--- config.mk ---
export PLATFORM = sky130hd
export DESIGN_NAME = conv7_div49
export DESIGN_NICKNAME = d
export VERILOG_FILES = /design/src/conv7_pkg.sv /design/src/conv7_div49.sv
export SDC_FILE = /design/constraint.sdc
export NUM_CORES = 1
export LEC_CHECK = 0
export ABC_AREA = 0
export ABC_CLOCK_PERIOD_IN_PS = 8830
export BUFFER_PORTS_ARGS = -buffer_cell sky130_fd_sc_hd__buf_2
export CAP_MARGIN = 10
export CORE_MARGIN = 4
export CORE_UTILIZATION = 40
export CTS_CLUSTER_DIAMETER = 200
export DETAILED_ROUTE_END_ITERATION = 8
export SETUP_SLACK_MARGIN = 0.3
export SYNTH_ARGS = -nofsm -noshare
export SYNTH_HDL_FRONTEND = slang
export SYNTH_SLANG_ARGS = --single-unit
--- constraint.sdc ---
create_clock -name clk -period 8.83 [get_ports clk]
set_input_delay 1.3245 -clock clk [delete_from_list [all_inputs] [get_ports clk]]
set_output_delay 1.3245 -clock clk [all_outputs]
set_load 0.05 [all_outputs]
--- src/conv7_pkg.sv ---
// Shared constants, types and codes for the 7x7 convolution block.
`default_nettype none
package conv7_pkg;

    localparam int MAX_WIDTH   = 1024;
    localparam int KERNEL_SIZE = 7;
    localparam int HALF        = KERNEL_SIZE / 2;
    localparam int LINES       = KERNEL_SIZE - 1;
    localparam int ADDR_W      = $clog2(MAX_WIDTH);

    localparam int PIX_W     = 16;
    localparam int COEF_W    = 16;
    localparam int PROD_W    = PIX_W + COEF_W + 1;
    localparam int ROW_SUM_W = PROD_W + 3;
    localparam int SUM_W     = ROW_SUM_W + 3;
    localparam int COL_SEL_W = 3;

    // input word codes
    localparam logic CMD_PIXEL = 1'b0;
    localparam logic CMD_COEF  = 1'b1;

    // register indexes
    localparam logic [1:0] REG_WIDTH  = 2'd0;
    localparam logic [1:0] REG_HEIGHT = 2'd1;
    localparam logic [1:0] REG_OFFSET = 2'd2;

    typedef struct packed {
        logic              rd_en;
        logic [ADDR_W-1:0] rd_addr;
        logic              wr_en;
        logic [ADDR_W-1:0] wr_addr;
    } ls_ctrl_t;

    typedef struct packed {
        logic                 shift;
        logic                 coef_we;
        logic [COL_SEL_W-1:0] coef_col;
    } row_ctrl_t;

endpackage
`default_nettype wire

--- src/conv7_div49.sv ---
// Signed sum divided by 49 toward zero, plus offset, low 16 bits; reciprocal in partial products.
`default_nettype none
module conv7_div49
    import conv7_pkg::*;
(
    input  wire logic                    clk,
    input  wire logic signed [SUM_W-1:0] sum,
    input  wire logic        [15:0]      offset,
    output logic             [15:0]      result
);

    localparam int MAG_W = SUM_W - 2;
    localparam int LO_W  = 19;
    localparam int SHIFT = 43;
    localparam logic [63:0] RECIP = ((64'd1 << SHIFT) + 64'd48) / 64'd49;
    localparam int TOT_W = 76;

    logic             neg_reg, neg2_reg;
    logic [MAG_W-1:0] mag_reg;
    logic [SUM_W-1:0] mag_full;
    logic [37:0]      pp_ll_reg, pp_lh_reg;
    logic [36:0]      pp_hl_reg, pp_hh_reg;
    logic [TOT_W-1:0] tot;
    logic [15:0]      q16, quot16;

    logic [LO_W-1:0] recip_lo, recip_hi;
    assign recip_lo = RECIP[LO_W-1:0];
    assign recip_hi = RECIP[2*LO_W-1:LO_W];

    assign mag_full = sum[SUM_W-1] ? SUM_W'(-sum) : SUM_W'(sum);

    always_ff @(posedge clk)
    begin
        neg_reg   <= sum[SUM_W-1];
        mag_reg   <= mag_full[MAG_W-1:0];
        neg2_reg  <= neg_reg;
        pp_ll_reg <= mag_reg[LO_W-1:0] * recip_lo;
        pp_lh_reg <= mag_reg[LO_W-1:0] * recip_hi;
        pp_hl_reg <= mag_reg[MAG_W-1:LO_W] * recip_lo;
        pp_hh_reg <= mag_reg[MAG_W-1:LO_W] * recip_hi;
    end

    always_comb
    begin
        tot = TOT_W'(pp_ll_reg)
            + (TOT_W'(pp_lh_reg) << LO_W)
            + (TOT_W'(pp_hl_reg) << LO_W)
            + (TOT_W'(pp_hh_reg) << (2 * LO_W));
        q16    = tot[SHIFT+15:SHIFT];
        quot16 = neg2_reg ? 16'(-q16) : q16;
        result = quot16 + offset;
    end

endmodule
`default_nettype wire
[Yosys cells after proc, flatten, opt, wreduce, memory -nomap -nowiden]
Index checks and enable logic that the tools add are counted.
Storage, ports and cells
  bits in registers: 163
  output and inout bits: 16
Operators by class
  add/subtract/negate cells: 6
  $mul: 4
  mux-type cells: 2
Operator list (number)
  58-bit by 54-bit adder with 59-bit output: 1
  59-bit adder: 1
  36-bit by 57-bit adder with 58-bit output: 1
  37-bit 2-to-1 mux: 1
  37-bit negator: 1
  19-bit by 17-bit multiplier with 36-bit output, second input constant: 1
  18-bit by 17-bit multiplier with 35-bit output, second input constant: 1
  19-bit by 16-bit multiplier with 35-bit output, second input constant: 1
  18-bit by 16-bit multiplier with 18-bit output, second input constant: 1
  16-bit adder: 1
  16-bit 2-to-1 mux: 1
  16-bit negator: 1

[Logic depth before layout (Yosys ltp)]
Gate-level depths: netlist of run 1.
  depth after elaboration: 6
  mapped depth: 27
  mapped depth without buffers: 27

[Least setup slack after synthesis of run 1]
Ideal clock, no wire load.
  kind: reg2out
  from: register pp_ll_reg[28]
  to: output result[15]
  data arrival time: 6.089 ns
  slack: 1.416 ns
  cell stages (with the launch flop): 28
  path buffers: 0
  path through: dfxtp_1 > inv_1 > fa_1 > inv_1 > ha_1 > a211oi_1 > nand3_1 > o2bb2ai_1 > o211ai_1 > a31oi_1 > o22a_1 > xnor2_1 > inv_1 > ha_1 > nand2_1 > o21ai_0 > ha_1 > a21o_1 > a21oi_1 > nor2b_1 > or4_1 > a311oi_1 > o21bai_1 > a21oi_2 > o2111ai_1 > a21oi_1 > xnor3_1 > xnor2_1
On the way
  word-level cells in the longest chain between the ends: 6
RTL lines
  from (decl): line conv7_div49.sv:21  | logic [37:0] pp_ll_reg, pp_lh_reg;
  from (signal assigned): line conv7_div49.sv:37  | pp_ll_reg <= mag_reg[LO_W-1:0] * recip_lo;
  36-bit by 57-bit adder with 58-bit output *: line conv7_div49.sv:46  | + (TOT_W'(pp_lh_reg) << LO_W)
  58-bit by 54-bit adder with 59-bit output *: line conv7_div49.sv:47  | + (TOT_W'(pp_hl_reg) << LO_W)
  59-bit adder *: line conv7_div49.sv:48  | + (TOT_W'(pp_hh_reg) << (2 * LO_W));
  16-bit negator: line conv7_div49.sv:50  | quot16 = neg2_reg ? 16'(-q16) : q16;
  16-bit 2-to-1 mux *: line conv7_div49.sv:50
  16-bit adder *: line conv7_div49.sv:51  | result = quot16 + offset;
  to (decl): line conv7_div49.sv:9  | output logic [15:0] result
Mark *: on every way between the ends. The rest lies on a longest branch, timed or not.

[Worst setup path after layout of run 1]
Same ends and word-level chain as after synthesis.

==> results of run 1 <==
## per-layer routing
layer / global-route usage, % / vias to the layer above
met5: 0 / -
met4: 3.233 / 2
met3: 3.291 / 45
met2: 29.30 / 319
met1: 26.45 / 7764
li1: - / 7762
## synth_stat cells (all sizes together), types with 3 or more instances
| master | instances |
|---|---|
| o21ai | 60 |
| o31ai | 18 |
| nor2b | 14 |
| or4 | 6 |
| fa | 372 |
| a221o | 3 |
| nor2 | 69 |
| and3 | 14 |
| xor2 | 34 |
| a31o | 4 |
| a41oi | 3 |
| a211oi | 7 |
| nor4 | 4 |
| nand2b | 20 |
| nand3 | 16 |
| o41ai | 8 |
| dfxtp | 142 |
| a21o | 45 |
| a2111oi | 5 |
| o211ai | 6 |
| a21boi | 3 |
| inv | 642 |
| clkbuf | 13 |
| o21bai | 22 |
| o21a | 17 |
| xnor2 | 130 |
| nor3 | 21 |
| or3 | 9 |
| a21oi | 100 |
| a211o | 4 |
| a31oi | 14 |
| and4 | 4 |
| o31a | 4 |
| or2 | 6 |
| nand2 | 66 |
| and2 | 7 |
| nand4 | 6 |
| ha | 446 |
## layout by cell type (no fill, tap or decap), types with 8 or more instances in the layout
cell type  Yosys  routed
xor2_1        34      34
a21o_1        45      45
and3_1        14      14
or3_1          8       8
nor3_1        21      21
a21oi_1       97      97
dfxtp_1      142     142
ha_1         446     446
nor2b_1       14      14
a31oi_1       12      12
o31ai_1       17      17
nand2_1       65      65
inv_1        642     642
nor2_1        69      69
o21bai_1      22      22
fa_1         372     372
buf_2          0      69
xnor2_1      130     129
o21a_1        17      17
nand2b_1      20      20
nand3_1       16      16
clkbuf_16      0      17
o21ai_0       52      52
## final cells by class
type	instances	share of cell area, %
clock buffers	18	1.688
clock inverters	14	0.7924
inverters	642	9.479
multi-input cells	1593	71.56
flip-flops and latches	142	11.18
well taps	765	3.765
repair buffers	75	1.536
## worst max-delay path, delay by kind of cell (launching register included)
kind / cells / cell delay [ps]
compound gates: 13 / 2650
flops: 1 / 320
simple gates: 4 / 740
buf+inv: 4 / 470
fa+ha+maj: 4 / 1460
xor+xnor: 3 / 780
## per-stage QoR
stage          area (µm²)  hold slack (ps)  utilization (%)  std cells
2_1_floorplan       23490            309.6                -       2392
3_3_place_gp        24780            471.9            42.78       3217
3_5_place_dp        24780            469.7            42.78       3217
4_1_cts             25410            474.0            43.87       3249
5_1_grt             25420            509.3            43.90       3249
6_report            25420            504.1            43.90       3249
## path summary, 6_finish.rpt
check / startpoint / endpoint / slack, ps / depth (start not counted)
max: pp_ll_reg[28] / result[15] / 650 / 28
min: neg_reg / neg2_reg / 500 / 0
max reg2reg: mag_reg[4] / pp_lh_reg[31] / 1850 / 21
min reg2reg: neg_reg / neg2_reg / 500 / 0
## kinds of logic after synthesis
group	Yosys count	synth area share, %
flops	142	12.10
fa+ha+maj	818	55.47
compound gates	343	9.951
simple gates	267	5.769
xor+xnor	165	6.211
buf+inv	657	10.50
==> metrics, run 1 <==
register bit total from synthesis 142; Layout fillers ~5.6k; Async S/R FF share, synth 0%; clock sinks around 140; Avg Cell Area, Syn 9.819 µm²; Worst EP arrival approximately 6900 ps; total core area around 58000 µm²; GR Overflow Total 0; Rows 88; status complete, no violations; area of the multi-input gates ~18000 µm²; area grow syn2layout 8.241%; Seq/Total Area, Yosys roughly 12%; clk_lat worst skew between 400 and 500 ps; maxcap violations 0; Reg clk slew, reported paths around 70 ps; M1 WL 27210 µm; post-CTS setup buffer count 0; RSZ-0062 raised after global routing no; Iteration-0 DRC Markers around 750; Slew HR 38.52%; Worst Path Required between 7000 and 8000 ps; max incr delay on CP 520 ps; Setup TNS Final 0 ps; Critical Path End Type primary output; Final setup viols 0; first-pass GRT wire length ~91000 µm; nets@finish 3345; Hold Crit Class flop to flop; Cell Area, Synth ~23000 µm²; Ys Warns 0; main flop type after synthesis dfxtp_1; DR WL/cell around 17 µm; Port Buf Inserts 70; Yosys top cell area share 31.71%; DIE HEIGHT roughly 250 µm; Vias ~16k; vias per cell 4.891; Synth area leader fa_1; total track usage a little under a fifth; sequential standard cell area roughly 2800 µm²; Routed met2 length about 25000 µm; Inserted Clock Buffers 17; die area approximately 63000 µm²; Post-DRT Antenna Nets 0; DPL Wire Length ~50000 µm; Worst Setup Path Type flop to primary output; period utilisation layout around 93%; Crit Path Max Fanout 4; Final GP Congestion 0.8809; Post-synth EDFFs 0; post-synth net total 3266; Worst Skew about 17 ps; post-CTS sizing 0; DRC viols 0; starting density of the core slightly above 40%; Crit-path slowest cell fa_1; Final min period between 8000 and 9000 ps; Setup WS pre-CTS approximately 990 ps; Root Buffer Master clkbuf_16; Hold Violations, Final 0; distinct cell type count after synthesis 77; clk buf depth 2; crit path launch type flop; Chip Width 250.3 µm; Slew Viols, Final 0; htree depth 4; Tightest Pin Transition 920.9 ps; synth top area cells fa_1, ha_1, dfxtp_1, inv_1, xnor2_1; IO Pins between 70 and 80; Largest register FFs 37; DR WL met3 a little under 3000 µm; Fmax around 0.12 GHz; uppermost layer routed met5; Pre-antenna DRT Iters 5; pin count of the biggest net entering global routing 39; # diodes 0; final wirelength about 55000 µm; share of layout cells above drive strength 1 around 5.6%; initial antenna violation count 5; CTS tree done; worst setup margin about 650 ps; Hold Buf Count CTS 0; vias in the first global route 17.25k; Syn Inst Count around 2.4k
Power of run 1 is not shown: default switching activity piles up to over one toggle a cycle in this logic, so the estimate is an artifact.
==> run 2, diff against run 1 <==
--- a/config.mk
+++ b/config.mk
@@ -6,9 +6,8 @@
 export NUM_CORES = 1
 export LEC_CHECK = 0
 export ABC_AREA = 0
-export ABC_CLOCK_PERIOD_IN_PS = 8830
+export ABC_CLOCK_PERIOD_IN_PS = 9200
 export BUFFER_PORTS_ARGS = -buffer_cell sky130_fd_sc_hd__buf_2
-export CAP_MARGIN = 10
 export CORE_MARGIN = 4
 export CORE_UTILIZATION = 40
 export CTS_CLUSTER_DIAMETER = 200
==> constraint.sdc (replaced) <==
create_clock -name clk -period 9.2 [get_ports clk]
set_input_delay 1.38 -clock clk [delete_from_list [all_inputs] [get_ports clk]]
set_output_delay 1.38 -clock clk [all_outputs]
set_load 0.05 [all_outputs]
==> run 2 against run 1 <==
- register-to-register slack improved by 340 ps
- critical endpoint unchanged
- highest routed layer is now met4
- cell area fell by 0.33%
- hold slack lost 14 ps
- cell count barely moved
==> metrics, run 2 (same netlist as run 1, synthesis figures left out) <==
Vias 15.88k; Final GP Congestion 0.8975; area grow syn2layout 7.884%; # diodes 0; post-CTS setup buffer count 0; share of layout cells above drive strength 1 under 10%; Hold Crit Start neg_reg; Hold Violations, Final 0; first-pass GRT wire length about 91000 µm; Critical Path End Type primary output; Crit-path slowest cell fa_1; CTS tree done; Chip Width about 250 µm; Fmax about 0.12 GHz; crit path launch type flop; family with the most delay on the worst path compound AO/OA/AOI/OAI gates; worst r2r src mag_reg[7]; starting density of the core around 41%; maxcap violations 0; Pre-antenna DRT Iters 5; status complete, no violations; Inserted Clock Buffers 17; vias per cell 4.891; Worst Skew roughly 10 ps; final wirelength 55130 µm; DRC viols 0; Root Buffer Master clkbuf_16; Slew Viols, Final 0; clk buf depth 2; crit path buf inv count 4; vias in the first global route 17.06k; clock sinks 142; DR WL/cell approximately 17 µm; Largest register FFs 37; Tightest Pin Transition between 900 and 1000 ps; die area roughly 63000 µm²; post-CTS sizing 0; DPL Wire Length 48800 µm; commonest non-fill, non-tap cell in the layout inv_1; Setup TNS Final 0 ps; nets@finish 3343; total core area ~58000 µm²; Iteration-0 DRC Markers slightly below 800; Worst Path Required 7820 ps; GR Overflow Total 0; total track usage a little under a fifth; pin count of the biggest net entering global routing 39; clk_lat worst skew approximately 430 ps; Worst EP arrival approximately 7000 ps; Slew HR roughly two fifths; Crit Path Max Fanout 4; Reg clk slew, reported paths 70 ps; most frequent cells in the layout inv_1, ha_1, fa_1, dfxtp_1, xnor2_1; Final setup viols 0; Hold Buf Count CTS 0; Worst Setup SP pp_ll_reg[28]; Layout fillers about 5.6k; max incr delay on CP 520 ps; RSZ-0062 raised after global routing no; DIE HEIGHT 250.3 µm; period utilisation layout 90.80%; IO Pins ~70; Worst Setup Path Type flop to primary output; Post-DRT Antenna Nets 0; Port Buf Inserts 70; initial antenna violation count 4; Hold Crit Class flop to flop; htree depth 4; Final min period about 8400 ps; Rows 88
run 2: final cells by class:
class	count	area, µm²	share of cell area, %
repair buffers	73	372.9	1.471
inverters	642	2410	9.510
clock inverters	14	138.9	0.5481
clock buffers	18	439.2	1.733
well taps	765	957.2	3.777
flip-flops and latches	142	2843	11.22
multi-input cells	1593	18180	71.74
run 2: stage by stage:
stage | util, % | area, µm² | worst slack (ps) | hold slack, ps | std cells
after floorplan | - | 23490 | 1731 | 309.6 | 2392
after global placement | 42.75 | 24760 | 1428 | 470.7 | 3215
after detailed placement | 42.75 | 24760 | 1185 | 470.5 | 3215
after CTS | 43.75 | 25340 | 709.9 | 479.9 | 3247
after global routing | 43.75 | 25340 | 326.2 | 475.7 | 3247
final | 43.75 | 25340 | 846.2 | 489.7 | 3247
run 2: final timing paths:
path | endpoint | slack [ps] | cells after the start
worst max-delay path | result[15] | 850 | 28
worst min-delay path | neg2_reg | 490 | 0
worst max register to register | pp_lh_reg[37] | 2190 | 19
worst min register to register | neg2_reg | 490 | 0
run 2: layer usage:
layer / vias to the layer above / global-route usage [%] / wire length, µm
met5: - / 0 / 0
met4: 0 / 2.631 / 631
met3: 35 / 2.918 / 2907
met2: 302 / 29.02 / 24440
met1: 7790 / 26.74 / 27150
li1: 7754 / - / -
Power of run 2 is left out for the same reason.
==> run 3, diff against run 2 <==
--- a/config.mk
+++ b/config.mk
@@ -10,6 +10,7 @@
 export BUFFER_PORTS_ARGS = -buffer_cell sky130_fd_sc_hd__buf_2
 export CORE_MARGIN = 4
 export CORE_UTILIZATION = 40
+export CTS_BUF_LIST = sky130_fd_sc_hd__clkbuf_8
 export CTS_CLUSTER_DIAMETER = 200
 export DETAILED_ROUTE_END_ITERATION = 8
 export SETUP_SLACK_MARGIN = 0.3
==> run 3 against run 2 <==
- maximum frequency is essentially flat
- global-route usage is essentially flat
- non-clock buffer count is the same
- worst setup slack gained 2.7 ps
- clock-buffer cell count is the same
- register-to-register slack is essentially flat
- core utilization shrank 0.32 points
- via count grew 0.12%
- first-iteration DRC count shrank 7.6%
- cell count is the same
==> metrics, run 3 (same netlist as run 1, synthesis figures left out) <==
IO Pins 72; vias in the first global route 16.99k; clk_lat worst skew 470 ps; starting density of the core slightly above 40%; crit path launch type flop; nets@finish 3343; Crit-path slowest cell fa_1; dpl cells roughly 3.2k; Pre-antenna DRT Iters 5; clk buf depth 2; Fmax approximately 0.12 GHz; DIE HEIGHT approximately 250 µm; maxcap violations 0; clock sinks ~140; final wirelength 54950 µm; Crit Path Max Fanout 4; commonest non-fill, non-tap cell in the layout inv_1; Min-Delay Endpoint neg2_reg; post-route cell area 25160 µm²; Hold Crit Class flop to flop; Final min period roughly 8400 ps; Hold Buf Count CTS 0; most frequent cells in the layout inv_1, ha_1, fa_1, dfxtp_1, xnor2_1; Worst Setup Path Type flop to primary output; Hold Crit Start neg_reg; DR WL/cell about 17 µm; final std cells w/o fill ~3.2k; total track usage between 10% and 20%; Slew HR between 30 and 40%; DRC viols 0; Post-DRT Antenna Nets 0; r2r endpoint pp_lh_reg[31]; Placed Area 24760 µm²; Worst Skew between 10 and 15 ps; Rows about 90; status complete, no violations; RSZ-0062 raised after global routing no; post-CTS setup buffer count 0; Tightest Pin Transition approximately 920 ps; Chip Width 250.3 µm; die area between 60000 and 70000 µm²; DPL Wire Length between 40000 and 50000 µm; post-CTS sizing 0; Hold Violations, Final 0; hold path cells 0; Largest register FFs 37; period utilisation layout 90.77%; Final GP Congestion ~0.90; worst setup margin about 850 ps; Layout fillers 5650; total core area around 58000 µm²; CTS tree done; worst-case reg-to-reg path depth 20; Final setup viols 0; Iteration-0 DRC Markers 731; r2r setup slk around 2200 ps; Critical Path End Type primary output; Slew Viols, Final 0; first-pass GRT wire length approximately 90000 µm; Setup TNS Final 0 ps; area grow syn2layout 7.101%; worst r2r src mag_reg[7]; Port Buf Inserts 70; Worst Path Required 7820 ps; Worst EP arrival ~7000 ps; htree depth 4; Setup WS pre-CTS roughly 1200 ps; pin count of the biggest net entering global routing 39; Vias approximately 16k; Inserted Clock Buffers 17; Reg clk slew, reported paths 90 ps; initial antenna violation count 4; vias per cell 4.897; # diodes 0; GR Overflow Total 0; max incr delay on CP roughly 520 ps; share of layout cells above drive strength 1 under 10%; Root Buffer Master clkbuf_8
==> run 3: cell counts in the layout (fill, tap and decap cells not counted) <==
Identical to the previous run, type by type.
==> run 3: final cells by class <==
type                       instances  area, µm²  share of cell area (%)
multi-input combinational       1593      18190                   72.30
sequential                       142       2843                   11.30
timing repair buffer              73      372.9                   1.482
tap                              765      957.2                   3.805
clock buffer                      18      247.7                  0.9848
inverter                         642       2410                   9.580
clock inverter                    14      138.9                  0.5521
==> run 3: metal layers <==
layer  global-route usage (%)  wire, µm  vias to the layer above
met5                        0         0                        -
met4                    2.378       541                        0
met3                    2.835      2792                       33
met2                    29.05     24460                      309
met1                    26.74     27160                     7803
li1                         -         -                     7755
==> run 3: per-stage QoR <==
stage	hold slack, ps	utilization (%)
2_1_floorplan	309.6	-
3_3_place_gp	470.7	42.75
3_5_place_dp	470.5	42.75
4_1_cts	479.7	43.42
5_1_grt	474.4	43.43
6_report	489.6	43.43
==> run 3: worst max path at each step <==
stage | endpoint | from | cells after the start
finish | result[15] | pp_ll_reg[28] | 28
global route | result[15] | pp_ll_reg[28] | 28
floorplan | result[15] | pp_ll_reg[28] | 27
CTS | result[15] | pp_ll_reg[28] | 28
detailed placement | result[15] | pp_ll_reg[28] | 28
global placement | result[15] | pp_ll_reg[28] | 28
==> run 3: worst max-delay path, delay by kind of cell, from the launching register on <==
kind	cells	cell delay (ps)
AO/OA/AOI/OAI	13	2670
adder cells (fa/ha/maj)	4	1470
XOR/XNOR	3	830
AND/OR/NAND/NOR	4	710
buffers and inverters	4	500
flip-flops	1	320
Power of run 3 is left out for the same reason.
